<file path="src/rtl/bsw_pkg.sv">
package bsw_pkg;

   localparam int ADDR_BITS = 13;
   localparam int ROM_DEPTH = 8192;
   localparam int RAM_DEPTH = 64;
   localparam int RAM_IDX_BITS = 6;
   localparam int SWITCH_DELAY = 3;

   localparam logic [1:0] CMD_READ  = 2'd0;
   localparam logic [1:0] CMD_WRITE = 2'd1;
   localparam logic [1:0] CMD_LOAD  = 2'd2;

   typedef enum logic [1:0] {
      KIND_DATA   = 2'd0,
      KIND_VREAD  = 2'd1,
      KIND_VWRITE = 2'd2,
      KIND_NONE   = 2'd3
   } kind_type;

   typedef enum logic [2:0] {
      OP_NONE,
      OP_RAM_RD,
      OP_ROM_RD,
      OP_RAM_WR,
      OP_ROM_WR
   } op_type;

   typedef struct packed {
      op_type                 op;
      kind_type               kind;
      logic [ADDR_BITS-1:0]   addr;
      logic [7:0]             data;
      logic [3:0]             bank;
   } task_type;

   function automatic logic [2:0] slice_of(input logic [2:0] bank, input logic [1:0] quarter);
      logic [11:0] row;
      unique case (bank)
         3'd0:    row = {3'd3, 3'd1, 3'd0, 3'd0};
         3'd1:    row = {3'd3, 3'd2, 3'd1, 3'd0};
         3'd2:    row = {3'd7, 3'd6, 3'd5, 3'd4};
         3'd3:    row = {3'd3, 3'd2, 3'd4, 3'd7};
         3'd4:    row = {3'd7, 3'd6, 3'd0, 3'd0};
         3'd5:    row = {3'd6, 3'd7, 3'd1, 3'd0};
         3'd6:    row = {3'd5, 3'd4, 3'd3, 3'd2};
         default: row = {3'd1, 3'd5, 3'd0, 3'd6};
      endcase
      return row[quarter*3 +: 3];
   endfunction

endpackage

</file>
<file path="src/rtl/bsw_fifo.sv">
module bsw_fifo (
   input  logic                clock,
   input  logic                reset,
   input  logic                push,
   input  bsw_pkg::task_type   push_data,
   output logic                full,
   input  logic                pop,
   output bsw_pkg::task_type   pop_data,
   output logic                empty
);
   import bsw_pkg::*;

   task_type   slot_ff [2];
   logic       wr_ptr_ff;
   logic       rd_ptr_ff;
   logic [1:0] count_ff;
   logic       do_pop;

   assign full     = (count_ff == 2'd2);
   assign empty    = (count_ff == 2'd0);
   assign pop_data = slot_ff[rd_ptr_ff];
   assign do_pop   = pop && !empty;

   always_ff @(posedge clock) begin
      if (push) begin
         slot_ff[wr_ptr_ff] <= push_data;
      end
   end

   always_ff @(posedge clock) begin
      if (reset) begin
         wr_ptr_ff <= 1'b0;
         rd_ptr_ff <= 1'b0;
         count_ff  <= 2'd0;
      end else begin
         if (push) begin
            wr_ptr_ff <= !wr_ptr_ff;
         end
         if (do_pop) begin
            rd_ptr_ff <= !rd_ptr_ff;
         end
         unique case ({push, do_pop})
            2'b10:   count_ff <= count_ff + 2'd1;
            2'b01:   count_ff <= count_ff - 2'd1;
            default: count_ff <= count_ff;
         endcase
      end
   end

endmodule

</file>
<file path="config.mk">
export PLATFORM = sky130hd
export DESIGN_NAME = bsw_fifo
export DESIGN_NICKNAME = d
export VERILOG_FILES = /design/src/rtl/bsw_pkg.sv /design/src/rtl/bsw_fifo.sv
export SDC_FILE = /design/constraint.sdc
export NUM_CORES = 1
export LEC_CHECK = 0
export ABC_AREA = 1
export ABC_CLOCK_PERIOD_IN_PS = 4850
export BUFFER_PORTS_ARGS = -buffer_cell sky130_fd_sc_hd__buf_2
export CORE_ASPECT_RATIO = 0.5
export CORE_MARGIN = 2
export CORE_UTILIZATION = 56
export DETAILED_ROUTE_END_ITERATION = 16
export PLACE_DENSITY = 0.87
export SETUP_SLACK_MARGIN = 0.2
export SYNTH_ARGS = -nofsm -noshare
export SYNTH_HDL_FRONTEND = slang
export SYNTH_SLANG_ARGS = --single-unit
</file>
<file path="constraint.sdc">
create_clock -name clock -period 4.85 [get_ports clock]
set_input_delay 0.2425 -clock clock [delete_from_list [all_inputs] [get_ports clock]]
set_output_delay 0.2425 -clock clock [all_outputs]
set_load 0.005 [all_outputs]
</file>
Word level (Yosys, flattened, before mapping)
Memory sizes are Yosys's and may differ from the RTL's. A register that Yosys moved wholly into a read port is not among the register bits.
Index checks and enable logic that the tools add are counted.
{"block": "classes", "add_sub_neg": 2, "eq_ne": 3, "muxes": 5, "reduce_logical": 6}
{"operator": "$eq A2 B2 Y1 const B", "count": 2}
{"operator": "$mux W1", "count": 4}
{"operator": "$pmux W2 S2", "count": 1}
{"operator": "$logic_not A1 Y1", "count": 3}
{"operator": "$add A2 B1 Y2 const B", "count": 1}
{"operator": "$eq A2 B1 Y1 const B", "count": 1}
{"operator": "$logic_not A2 Y1", "count": 1}
{"operator": "$reduce_bool A2 Y1", "count": 1}
{"operator": "$sub A2 B1 Y2 const B", "count": 1}
{"operator": "$logic_and A1 B1 Y1", "count": 1}
{"block": "totals", "register_bits": 4, "ramBits": 60, "elab_cells": 20, "memories": 1}
{"name": "slot_ff", "depth": 2, "word_bits": 30, "read_ports": 1, "rd_clocked_by_memory_dff": 1, "wr": 1, "line": "bsw_fifo.sv:13", "rtl": "task_type slot_ff [2];"}

Longest topological paths before layout
{"block": "logic_depth", "ltp_word": 5, "ltp_mapped": 8, "depth_no_buf": 8}

Worst setup path after synthesis
Ideal clock, no wire load.
{"block": "synth_timing", "path_kind": "flip-flop to flip-flop", "startpoint": "reg wr_ptr_ff", "endpoint": "mem slot_ff[0][0] (netlist name), enable pin", "setup_slack_ns": 2.838, "setup_ns": 0.418, "t_arrival_ns": 1.594, "period_less_slack_ns": 2.012, "required_ns": 4.432, "stages_incl_launch_ff": 2, "cell_sequence": "dfxtp_1 -> nor2_1"}
{"item": "start, declared", "line": "bsw_fifo.sv:14", "rtl": "logic wr_ptr_ff;"}
{"item": "start signal, assigned", "line": "bsw_fifo.sv:37", "rtl": "wr_ptr_ff <= !wr_ptr_ff;"}
{"item": "end, declared", "line": "bsw_fifo.sv:13"}
Straight into the memory's write port.

==> results_tabular.tex <==
\begin{tabular}{lr}
\hline
Metric & Value \\
\hline
\multicolumn{2}{l}{\textbf{Floorplan}} \\
\quad Standard-cell rows & 17 \\
\quad Boundary Pins & 66 \\
\quad Area inside the core boundary & 4360 µm² \\
\quad Width of the die & 99.0 µm \\
\quad Initial cell density of the core & 57.9\% \\
\quad Die height & 51.5 µm \\
\quad Die footprint & 5100 µm² \\
\multicolumn{2}{l}{\textbf{Detailed routing}} \\
\quad Post-DRT Antenna Nets & 0 \\
\quad Post-DR wirelength/cell & 14.2 µm \\
\quad Total via count in the routed design & 1285 \\
\quad DRC errors left & 0 \\
\quad Met2 wire len & 2.05 mm \\
\quad Uppermost metal layer occupied by signal nets & met4 \\
\quad Length of the first detailed-routing pass in iterations & 4 \\
\quad Routed length on met1 & 1.43 mm \\
\quad Routed met3 length & 237 µm \\
\quad Violation count after the first detailed-routing iteration & 30 \\
\quad Via density & 4.85 \\
\quad Wirelength, routed & 3.76 mm \\
\multicolumn{2}{l}{\textbf{Synth}} \\
\quad Share of synthesized area occupied by flip-flops and latches & 75.3\% \\
\quad Synthesized instance count & 130 \\
\quad Syn Area/Cell & 19.4 µm² \\
\quad Unique masters post-synth & 13 \\
\quad Number of warnings issued by yosys & 0 \\
\quad Cell type contributing the most total cell area after synthesis & edfxtp\_1 \\
\quad Yosys reg bits & 65 \\
\quad Area contributors post-synth & edfxtp\_1, mux2\_4, dfxtp\_1 \\
\quad Net Count, Synth & 165 \\
\quad Area share of the largest cell type after synthesis & 71.3\% \\
\quad Netlist Area Pre-Place & 2530 µm² \\
\multicolumn{2}{l}{\textbf{CTS}} \\
\quad Cts bufs inserted & 9 \\
\quad Buffers inserted during post-CTS setup optimization & 0 \\
\quad CTS Hold Bufs & 0 \\
\quad Clock slew seen by the registers of the worst setup and hold paths & 0.06 ns \\
\quad Level count of the clock H-tree & 3 \\
\quad Clock tree from TritonCTS & built \\
\quad Number of buffers on the longest clock path & 2 \\
\quad Quantity of gates resized following cts & 0 \\
\quad Clock network latency to the later pin of the worst-skew pair & 0.32 ns \\
\quad Total clock sinks & 65 \\
\quad CTS Root Buffer Type & clkbuf\_8 \\
\multicolumn{2}{l}{\textbf{STA}} \\
\quad Period utilisation layout & 42.3\% \\
\quad Hold violation count in the final report & 0 \\
\quad Final count of negative-setup-slack endpoints & 0 \\
\quad Setup\_tns & 0 ns \\
\quad Setup repair after global routing missed its margin & no \\
\quad Relative slew slack & 19.4\% \\
\quad Worst Tran Pin Value & 1.21 ns \\
\quad Final Critical Period & 2.05 ns \\
\quad Number of max-slew violations in the final report & 0 \\
\quad Final setup skew & 0.00312 ns \\
\quad Maximum clock frequency & 488 MHz \\
\multicolumn{2}{l}{\textbf{Global route}} \\
\quad Largest net degree at the start of global routing & 32 \\
\quad Global-route wire length before repair & 5.69 mm \\
\quad Total congestion overflow after global routing & 0 \\
\quad Vias in the first global route & 1276 \\
\quad Global router's overall resource usage & 15.9\% \\
\quad Antenna violations before repair & 0 \\
\multicolumn{2}{l}{\textbf{Setup path}} \\
\quad Critical Path RT & 4.61 ns \\
\quad Worst Setup Path Type & flip-flop to primary output \\
\quad Reg2Reg Launch Point & wr\_ptr\_ff \\
\quad Setup slack of the worst register-to-register path & 3.10 ns \\
\quad Critical Path Max Stage Delay & 0.99 ns \\
\quad Critical Path End Type & primary output \\
\quad Cell class contributing the biggest share of worst-path delay & flip-flops \\
\quad Worst R2R Path Depth & 2 \\
\quad Critical path peak fanout & 30 \\
\quad Endpoint of the most critical register-to-register path & slot\_ff[1][13] \\
\quad Levels on crit path & 2 \\
\quad Bufs and invs on worst path & 1 \\
\quad Type of origin of the critical path & flip-flop \\
\quad Termination of the worst setup path & pop\_data[15] \\
\quad Standard cell with the maximum stage delay on the critical path & dfxtp\_2 \\
\quad Crit path DAT & 1.81 ns \\
\quad Ordered cell list for the critical path & mux2\_4, buf\_2 \\
\multicolumn{2}{l}{\textbf{Pwr}} \\
\quad Maximum vdd drop & 0.000224 V \\
\quad Power density relative to cell area & 396 nW/µm² \\
\quad Cell leakage power & 1.26 nW \\
\multicolumn{2}{l}{\textbf{Min path}} \\
\quad Worst min-delay path class & primary input to flip-flop \\
\multicolumn{2}{l}{\textbf{Placed design}} \\
\quad Routability cong. & 0.739 \\
\quad Count of port buffers added during placement & 65 \\
\quad HPWL reported at the end of detailed placement & 2.58 mm \\
\multicolumn{2}{l}{\textbf{Cells and area}} \\
\quad Layout overhead on the synthesized area & 21.6\% \\
\quad Diode count & 0 \\
\quad Ratio of cells with drive above 1 in the final layout & 54.3\% \\
\quad Final core utilization & 70.4\% \\
\quad Net count reported at finish & 238 \\
\multicolumn{2}{l}{\textbf{Job}} \\
\quad MaxCap Viol Count & 0 \\
\multicolumn{2}{l}{\textbf{Outcome}} \\
\quad Run status & finished, final reports clean \\
\hline
\end{tabular}
==> report_power, final <==
part | leakage (nW) | internal (mW) | switching (mW)
Combinational | 0.564 | 0.0936 | 0.0566
Clock | 0.0932 | 0.211 | 0.176
Sequential | 0.605 | 0.650 | 0.0303
==> state kept, by name (all words and copies together), names as in the netlist, named ones only <==
register,cells
slot_ff,60
count_ff,2
rd_ptr_ff,1
wr_ptr_ff,1
==> synth_stat cells <==
cell / number
dfxtp_1: 5
nor3_1: 1
a21oi_1: 1
nor2_1: 10
nor2_2: 2
buf_6: 3
edfxtp_1: 60
nand4_1: 1
nand2_1: 7
ha_1: 1
o21ai_0: 1
inv_1: 8
mux2_4: 30
==> how the worst min path moves through the flow <==
stage | startpoint | endpoint | slack, ns | depth (start not counted)
2_1_floorplan | reset | wr_ptr_ff | 0.32 | 1
3_3_place_gp | reset | wr_ptr_ff | 0.42 | 2
3_5_place_dp | push_data[14] | slot_ff[1][14] | 0.43 | 1
4_1_cts | reset | wr_ptr_ff | 0.08 | 2
5_1_grt | push_data[26] | slot_ff[1][26] | 0.08 | 1
6_report | push_data[24] | slot_ff[0][24] | 0.10 | 1
==> metrics by stage <==
stage          setup WS [ns]  hold slack (ns)  power (mW)  instances  instance area, µm²
2_1_floorplan           2.84            0.322       0.783        130                2530
3_3_place_gp            3.13            0.424       0.836        249                2900
3_5_place_dp            3.10            0.434       0.844        249                2900
5_1_grt                 2.69           0.0789        1.27        265                3070
4_1_cts                 2.76           0.0783        1.23        265                3070
6_report                2.80            0.104        1.22        265                3070
==> metal layers <==
| metal | track usage [%] | up-vias |
|---|---|---|
| met5 | 0 | - |
| met4 | 6.16 | 0 |
| met3 | 7.39 | 6 |
| met2 | 29.6 | 39 |
| met1 | 15.7 | 612 |
| li1 | - | 628 |
==> layout make-up <==
type | count | area, µm²
fillers | 272 | 1290
inverters | 8 | 30.0
clock buffers | 13 | 159
multi-input cells | 54 | 568
clock inverters | 3 | 15.0
flip-flops and latches | 65 | 1900
well taps | 57 | 71.3
repair buffers | 65 | 325
==> cells in the final DEF (no fill, tap or decap) <==
master    count
clkinv_2      3
mux2_4       30
edfxtp_1     60
dfxtp_1       4
nor2_2        2
nor3_1        1
inv_1         8
nor2_4        1
buf_2        65
dfxtp_2       1
ha_1          1
o21ai_0       1
clkbuf_8     11
nand2_1       7
clkbuf_1      2
nor2_1        9
a21oi_1       1
nand4_1       1
==> logic make-up (layout without fill, tap and decap cells) <==
kind of cell / Yosys count / in the layout / synth area share [%]
fa+ha+maj: 1 / 1 / 0.495
simple gates: 21 / 21 / 3.47
compound gates: 2 / 2 / 0.396
buf+inv: 11 / 89 / 2.53
mux: 30 / 30 / 17.8
flops: 65 / 65 / 75.3
==> worst register-to-register path, cell delays in order (launching register included) <==
cell and delay [ns]:
dfxtp_1 0.41, nand2_1 0.07, inv_1 0.87
No activity file was read; power rests on OpenSTA's default activity.
