<file path="src/rtl/bsw_pkg.sv">
package bsw_pkg;

   localparam int ADDR_BITS = 13;
   localparam int ROM_DEPTH = 8192;
   localparam int RAM_DEPTH = 64;
   localparam int RAM_IDX_BITS = 6;
   localparam int SWITCH_DELAY = 3;

   localparam logic [1:0] CMD_READ  = 2'd0;
   localparam logic [1:0] CMD_WRITE = 2'd1;
   localparam logic [1:0] CMD_LOAD  = 2'd2;

   typedef enum logic [1:0] {
      KIND_DATA   = 2'd0,
      KIND_VREAD  = 2'd1,
      KIND_VWRITE = 2'd2,
      KIND_NONE   = 2'd3
   } kind_type;

   typedef enum logic [2:0] {
      OP_NONE,
      OP_RAM_RD,
      OP_ROM_RD,
      OP_RAM_WR,
      OP_ROM_WR
   } op_type;

   typedef struct packed {
      op_type                 op;
      kind_type               kind;
      logic [ADDR_BITS-1:0]   addr;
      logic [7:0]             data;
      logic [3:0]             bank;
   } task_type;

   function automatic logic [2:0] slice_of(input logic [2:0] bank, input logic [1:0] quarter);
      logic [11:0] row;
      unique case (bank)
         3'd0:    row = {3'd3, 3'd1, 3'd0, 3'd0};
         3'd1:    row = {3'd3, 3'd2, 3'd1, 3'd0};
         3'd2:    row = {3'd7, 3'd6, 3'd5, 3'd4};
         3'd3:    row = {3'd3, 3'd2, 3'd4, 3'd7};
         3'd4:    row = {3'd7, 3'd6, 3'd0, 3'd0};
         3'd5:    row = {3'd6, 3'd7, 3'd1, 3'd0};
         3'd6:    row = {3'd5, 3'd4, 3'd3, 3'd2};
         default: row = {3'd1, 3'd5, 3'd0, 3'd6};
      endcase
      return row[quarter*3 +: 3];
   endfunction

endpackage

</file>
<file path="src/rtl/bsw_req_if.sv">
interface bsw_req_if;
   logic        valid;
   logic        ready;
   logic [1:0]  cmd;
   logic [12:0] bus_address;
   logic [7:0]  write_byte;
   logic [31:0] cycle_now;

   modport source (output valid, cmd, bus_address, write_byte, cycle_now, input ready);
   modport sink (input valid, cmd, bus_address, write_byte, cycle_now, output ready);
endinterface

</file>
<file path="src/rtl/bsw_front.sv">
module bsw_front #(
   parameter int CYCLE_BITS = 32
) (
   input  logic                clock,
   input  logic                reset,
   bsw_req_if.sink             req,
   input  logic                q_full,
   output logic                q_push,
   output bsw_pkg::task_type   q_data
);
   import bsw_pkg::*;

   localparam int NOW_BITS = (CYCLE_BITS < 32) ? CYCLE_BITS : 32;

   logic [3:0]            cur_bank_ff, cur_bank_in;
   logic                  pend_ff, pend_in;
   logic [3:0]            pend_bank_ff, pend_bank_in;
   logic [CYCLE_BITS-1:0] stamp_ff, stamp_in;
   logic [CYCLE_BITS-1:0] now_c;
   logic [CYCLE_BITS-1:0] limit_c;
   logic                  accept;
   logic                  hot;
   logic [3:0]            bank_c;
   logic [2:0]            slice_c;

   assign req.ready = !q_full;
   assign accept    = req.valid && !q_full;
   assign q_push    = accept;

   assign now_c   = CYCLE_BITS'(req.cycle_now[NOW_BITS-1:0]);
   assign limit_c = stamp_ff + CYCLE_BITS'(SWITCH_DELAY);
   assign hot     = !req.bus_address[12] && (req.bus_address[7:4] == 4'h3);

   always_comb begin
      cur_bank_in  = cur_bank_ff;
      pend_in      = pend_ff;
      pend_bank_in = pend_bank_ff;
      stamp_in     = stamp_ff;
      if (req.cmd == CMD_READ) begin
         if (pend_ff && (now_c > limit_c)) begin
            cur_bank_in = pend_bank_ff;
            pend_in     = 1'b0;
         end
         if (hot) begin
            stamp_in     = now_c;
            pend_bank_in = req.bus_address[3:0];
            pend_in      = 1'b1;
         end
      end
   end

   assign bank_c  = cur_bank_in;
   assign slice_c = slice_of(bank_c[2:0], req.bus_address[11:10]);

   always_comb begin
      q_data.op   = OP_NONE;
      q_data.kind = KIND_NONE;
      q_data.addr = req.bus_address;
      q_data.data = req.write_byte;
      q_data.bank = bank_c;
      unique case (req.cmd)
         CMD_READ: begin
            if (!req.bus_address[12]) begin
               q_data.kind = KIND_VREAD;
            end else if (req.bus_address[11:6] == 6'd0) begin
               q_data.kind = KIND_DATA;
               q_data.op   = OP_RAM_RD;
            end else begin
               q_data.kind = KIND_DATA;
               q_data.op   = OP_ROM_RD;
               q_data.addr = {slice_c, req.bus_address[9:0]};
            end
         end
         CMD_WRITE: begin
            if (req.bus_address[12]) begin
               if (req.bus_address[11:7] == 5'd0) begin
                  q_data.op = OP_RAM_WR;
               end
            end else if (req.bus_address[11:6] == 6'd0) begin
               q_data.kind = KIND_VWRITE;
            end
         end
         CMD_LOAD: begin
            q_data.op = OP_ROM_WR;
         end
         default: begin
            q_data.op = OP_NONE;
         end
      endcase
   end

   always_ff @(posedge clock) begin
      if (reset) begin
         cur_bank_ff  <= '0;
         pend_ff      <= 1'b0;
         pend_bank_ff <= '0;
         stamp_ff     <= '0;
      end else if (accept) begin
         cur_bank_ff  <= cur_bank_in;
         pend_ff      <= pend_in;
         pend_bank_ff <= pend_bank_in;
         stamp_ff     <= stamp_in;
      end
   end

endmodule

</file>
<file path="src/flat_wrapper.sv">
// flat-port wrapper written by rule: the top's interface ports become plain ports
module bsw_front_flat import bsw_pkg::*;
#(
   parameter int CYCLE_BITS = 32
)
  (clock, reset, q_full, q_push, q_data, req_valid, req_cmd, req_bus_address, req_write_byte, req_cycle_now, req_ready);
  bsw_req_if req_i ();
  input  logic clock;
  input  logic reset;
  input  logic q_full;
  output logic q_push;
  output bsw_pkg::task_type q_data;
  input wire logic [$bits(req_i.valid)-1:0] req_valid;
  input wire logic [$bits(req_i.cmd)-1:0] req_cmd;
  input wire logic [$bits(req_i.bus_address)-1:0] req_bus_address;
  input wire logic [$bits(req_i.write_byte)-1:0] req_write_byte;
  input wire logic [$bits(req_i.cycle_now)-1:0] req_cycle_now;
  output wire logic [$bits(req_i.ready)-1:0] req_ready;
  assign req_i.valid = req_valid;
  assign req_i.cmd = req_cmd;
  assign req_i.bus_address = req_bus_address;
  assign req_i.write_byte = req_write_byte;
  assign req_i.cycle_now = req_cycle_now;
  assign req_ready = req_i.ready;
  bsw_front #(.CYCLE_BITS(CYCLE_BITS)) u_core (.clock(clock), .reset(reset), .req(req_i), .q_full(q_full), .q_push(q_push), .q_data(q_data));
endmodule
</file>
<file path="config.mk">
export PLATFORM = sky130hd
export DESIGN_NAME = bsw_front_flat
export DESIGN_NICKNAME = d
export VERILOG_FILES = /design/src/rtl/bsw_pkg.sv /design/src/rtl/bsw_req_if.sv /design/src/rtl/bsw_front.sv /design/src/flat_wrapper.sv
export SDC_FILE = /design/constraint.sdc
export NUM_CORES = 1
export LEC_CHECK = 0
export BUFFER_PORTS_ARGS = -buffer_cell sky130_fd_sc_hd__buf_2
export CAP_MARGIN = 40
export CORE_ASPECT_RATIO = 1.4
export CORE_MARGIN = 5
export CORE_UTILIZATION = 45
export DETAILED_ROUTE_END_ITERATION = 6
export GPL_TIMING_DRIVEN = 0
export PLACE_DENSITY = 0.77
export REMOVE_ABC_BUFFERS = 1
export SKIP_CTS_REPAIR_TIMING = 1
export SLEW_MARGIN = 25
export SYNTH_ARGS = -nofsm -noshare
export SYNTH_HDL_FRONTEND = slang
export SYNTH_SLANG_ARGS = --single-unit
</file>
<file path="constraint.sdc">
create_clock -name clock -period 4.8 [get_ports clock]
set_clock_uncertainty 0.05 [all_clocks]
set_input_delay 1.2 -clock clock [delete_from_list [all_inputs] [get_ports clock]]
set_output_delay 1.2 -clock clock [all_outputs]
set_load 0.005 [all_outputs]
</file>
* Yosys cells after proc, flatten, opt, wreduce, memory -nomap -nowiden
Index checks and enable logic that the tools add are counted.
** Operators by class
- Equal/unequal tests :: 9
- Multiply operators :: 1
- Reductions and logical operators :: 12
- Mux-type cells :: 17
- Add/subtract/negate cells :: 1
- Shift-type cells :: 1
- Magnitude comparators :: 1
** Operator list (count)
- $pmux W12 S7 :: 1
- $mux W13 :: 3
- $add A32 B2 Y32 const B :: 1
- $gt A32 B32 Y1 :: 1
- $mux W4 :: 3
- $shiftx A12 B5 Y3 :: 1
- $eq A3 B3 Y1 const B :: 3
- $pmux W3 S3 :: 1
- $eq A3 B2 Y1 const B :: 2
- $logic_not A6 Y1 :: 1
- $mux W2 :: 3
- $reduce_and A3 Y1 :: 2
- $logic_not A5 Y1 :: 1
- $eq A4 B2 Y1 const B :: 1
- $mul A2 B2 Y4 const B :: 1
- $mux W1 :: 4
- $pmux W2 S2 :: 1
- $eq A3 B1 Y1 const B :: 1
- $logic_and A1 B1 Y1 :: 3
- $logic_not A3 Y1 :: 1
- $mux W3 :: 1
- $eq A2 B1 Y1 const B :: 1
- $eq A2 B2 Y1 const B :: 1
- $logic_not A1 Y1 :: 2
- 2 further kinds :: 2
** Word-level totals
- Output and inout bits :: 32
- Word-level logic and storage cells :: 46
- Flip-flop bits (word level) :: 41
- Bits of input ports :: 59

* Logic depth before layout (Yosys ltp)
- Word-level depth :: 11
- Gate-level depth with buffers :: 17
- Gate-level depth less buffers :: 15

* Worst setup path after synthesis
No wires, ideal clock.
- Path type :: register -> output
- Start :: register u_core.stamp_ff[2]
- End :: output q_data[23] in the netlist's numbering
- Stages on the path, launching flop included :: 18
- Path buffers :: 2
- Data arrival time :: 3965 ps
- Setup slack :: -415 ps
- Data required time :: 3550 ps
- Cell sequence :: dfxtp_1 and4_1 nand3_1 or2_1 buf_2 or3_4 nor3_4 nand3_1 xor2_1 ha_1 nand4_2 or4_4 o211ai_2 a31oi_1 nor2_2 buf_6 mux2_2 o32ai_1
** RTL lines
- start: declaration :: line bsw_front.sv:18 : logic [CYCLE_BITS-1:0] stamp_ff, stamp_in;
- start signal: assignment :: line bsw_front.sv:102 : stamp_ff <= stamp_in;
- end: declaration :: line flat_wrapper.sv:12 : output bsw_pkg::task_type q_data;

==> summary.md <==
| Metric | Value |
|---|---|
| Outcome | complete, but fails checks |
| Failing checks | setup timing |
| Async SR Flop Fraction | 0% |
| Setup-failing EPs final | 7 |
| Largest net degree at the start of global routing | 42 |
| Die area | 0.009408 sq mm |
| Gr usage total | 17.37% |
| Area grow syn2layout | 20.71% |
| First drt pass iteration count | 4 |
| Final setup TNS | -6.476 ns |
| Per-cell routed wire length | 14.39 microns |
| Post-Syn Area | 0.003396 sq mm |
| Worst relative slew slack | 47.09% |
| CTS tree | yes |
| Worst Tran Pin Value | 0.7937 ns |
| Diodes inserted | 0 |
| Minimum clock period after layout | 5.750 ns |
| # IOs | 91 |
| Chip height | 112.8 microns |
| Critical path data required time | 3.55 ns |
| TritonCTS Buffers | 5 |
| Clock sink count | 41 |
| Power Density | 174.0 mW/mm^2 |
| Worst hold-check path type | flop to flop |
| Flops & latches, synth | 41 |
| Worst endpoint data arrival time | 4.50 ns |
| Dpl hpwl | 6273 microns |
| Wirelength, routed | 8968 microns |
| Nets | 617 |
| Distinct cells, synth | 54 |
| Initial cell density of the core | 46.13% |
| Met2 usage | 32.82% |
| Clock transition at the registers of the reported paths | 0.09 ns |
| Root Driver | clkbuf_8 |
| Final period util | 119.8% |
| Met3 Use GR | 4.370% |
| Max FO, Critical Path | 5 |
| Post-Synthesis Cells | 457 |
| Setup crit end kind | primary output |
| Vias per inst | 5.573 |
| Dpl cells | 588 |
| Layout cells sized above 1 | 27.00% |
| Fmax | 173.9 MHz |
| Yosys warning total | 0 |
| Final slew viol count | 0 |
| M1 GR Usage | 18.11% |
| CTS H-tree depth | 2 |
| Seq/Total Area, Yosys | 24.17% |
| Max Root-Sink Buffers | 2 |
| Max-cap violations | 0 |
| Commonest non-fill, non-tap cell in the layout | nand2_1 |
| Peak VDD IR | 0.0001366 V |
| Ys flop type | dfxtp_1 |
| Detailed Route Iter0 Violations | 175 |
| Commonest cells after routing, fill and taps aside | 99 x nand2_1, 73 x buf_2, 58 x a21oi_1 |
| Routability cong. | 0.8862 |
| Fin. Hold Viols | 0 |
| Antenna violations before repair | 0 |
| Setup ws final | -0.9501 ns |
| Global route total overflow | 0 |
| Count of flip-flops with a built-in enable after synthesis | 0 |
| Syn_area_per_cell | 7.431 sq um |
| Vias in the first global route | 3175 |
| GRT Max-Usage Layer | met2 |
| RSZ-0062 raised after global routing | true |
| Leakage Power | 1.645 nW |
| DRC Markers | 0 |
| Placeable Area | 0.007361 sq mm |
| Vias | 3472 |
| DRT antenna net count | 0 |
| Worst Setup Path Type | flop to primary output |
| Global-route wire length before repair | 13790 microns |
| Clock latency on the worst-skew pair | 0.31 ns |
| Die width | 83.42 microns |
| Port Buffers | 74 |
| Cell row count | 37 |
| Worst setup SP type | flop |
| Finished Layout Cells | 623 |
-- path summary, 6_finish.rpt --
kind                          start                      to  slack, ns  cells past startpoint
min reg2reg  u_core.pend_bank_ff[3]  u_core.pend_bank_ff[3]       0.42                      2
max              u_core.stamp_ff[2]               q_data[1]      -0.95                     19
max reg2reg      u_core.stamp_ff[2]   u_core.cur_bank_ff[1]       0.35                     19
min          u_core.pend_bank_ff[3]  u_core.pend_bank_ff[3]       0.42                      2
-- kinds of logic after synthesis --
| family | after synthesis | synth area share [%] |
|---|---|---|
| simple gates | 197 | 27.08 |
| mux | 11 | 3.758 |
| buf+inv | 50 | 8.364 |
| xor+xnor | 30 | 7.738 |
| flops | 41 | 24.17 |
| fa+ha+maj | 33 | 12.16 |
| compound gates | 95 | 16.73 |
-- cells in the mapped netlist, drive strengths merged (9+ instances only) --
| cell | n | area (sq um) |
|---|---|---|
| a21oi | 58 | 290.3 |
| buf | 22 | 158.9 |
| clkbuf | 18 | 87.59 |
| dfxtp | 41 | 820.8 |
| ha | 33 | 412.9 |
| inv | 10 | 37.54 |
| nand2 | 99 | 371.6 |
| nand3 | 15 | 75.07 |
| nor2 | 35 | 133.9 |
| nor3 | 9 | 56.31 |
| o21ai | 11 | 55.05 |
| xnor2 | 12 | 105.1 |
| xor2 | 18 | 157.7 |
-- per-stage QoR --
step / cell area [sq um] / utilization, % / setup WS (ns) / power [mW] / hold slack (ns)
finish: 4099 / 55.69 / -0.9501 / 0.7130 / 0.4174
global route: 4099 / 55.69 / -1.072 / 0.7477 / 0.4578
CTS: 3744 / 50.86 / -1.816 / 0.7116 / 0.4195
detailed placement: 3647 / 49.55 / -1.440 / 0.4676 / 0.4085
global placement: 3641 / 49.46 / -1.349 / 0.4638 / 0.3948
floorplan: 3149 / - / -0.5224 / 0.4072 / 0.3778
-- final cells by class --
class                      instances  area (sq um)
sequential                        41         833.3
multi-input combinational        367          2419
timing repair buffer             100         591.8
clock buffer                       6         82.58
tap                               97         121.4
fill                             676          3262
inverter                          10         37.54
clock inverter                     2         13.76
-- worst max-delay path, stage by stage (launching register included) --
cell and delay (ns):
dfxtp_4 0.38, and4_4 0.25, nand3_4 0.10, or2_4 0.28, or3_4 0.35, nor3_4 0.16
buf_4 0.15, nand3_2 0.07, xor2_1 0.16, ha_1 0.32, nand4_2 0.09, or4_4 0.58
o211ai_4 0.23, buf_4 0.16, a31oi_4 0.05, nor2_4 0.20, buf_4 0.14, buf_4 0.09
mux2_4 0.29, buf_2 0.13
-- layer usage --
| layer | part of all wire, % | up-vias |
|---|---|---|
| met4 | 2.9 | 0 |
| li1 | - | 1706 |
| met1 | 38 | 1627 |
| met3 | 5.9 | 25 |
| met5 | 0 | - |
| met2 | 53 | 114 |
-- registers in the layout (all words and copies together) (netlist names) --
name                 count
u_core.pend_bank_ff      4
u_core.cur_bank_ff       4
u_core.stamp_ff         32
u_core.pend_ff           1
-- report_power, final --
part / internal (mW) / switching [mW]
clock: 0.117 / 0.132
sequential: 0.341 / 0.00486
combinational: 0.0555 / 0.0633
No activity file was read; power rests on OpenSTA's default activity.
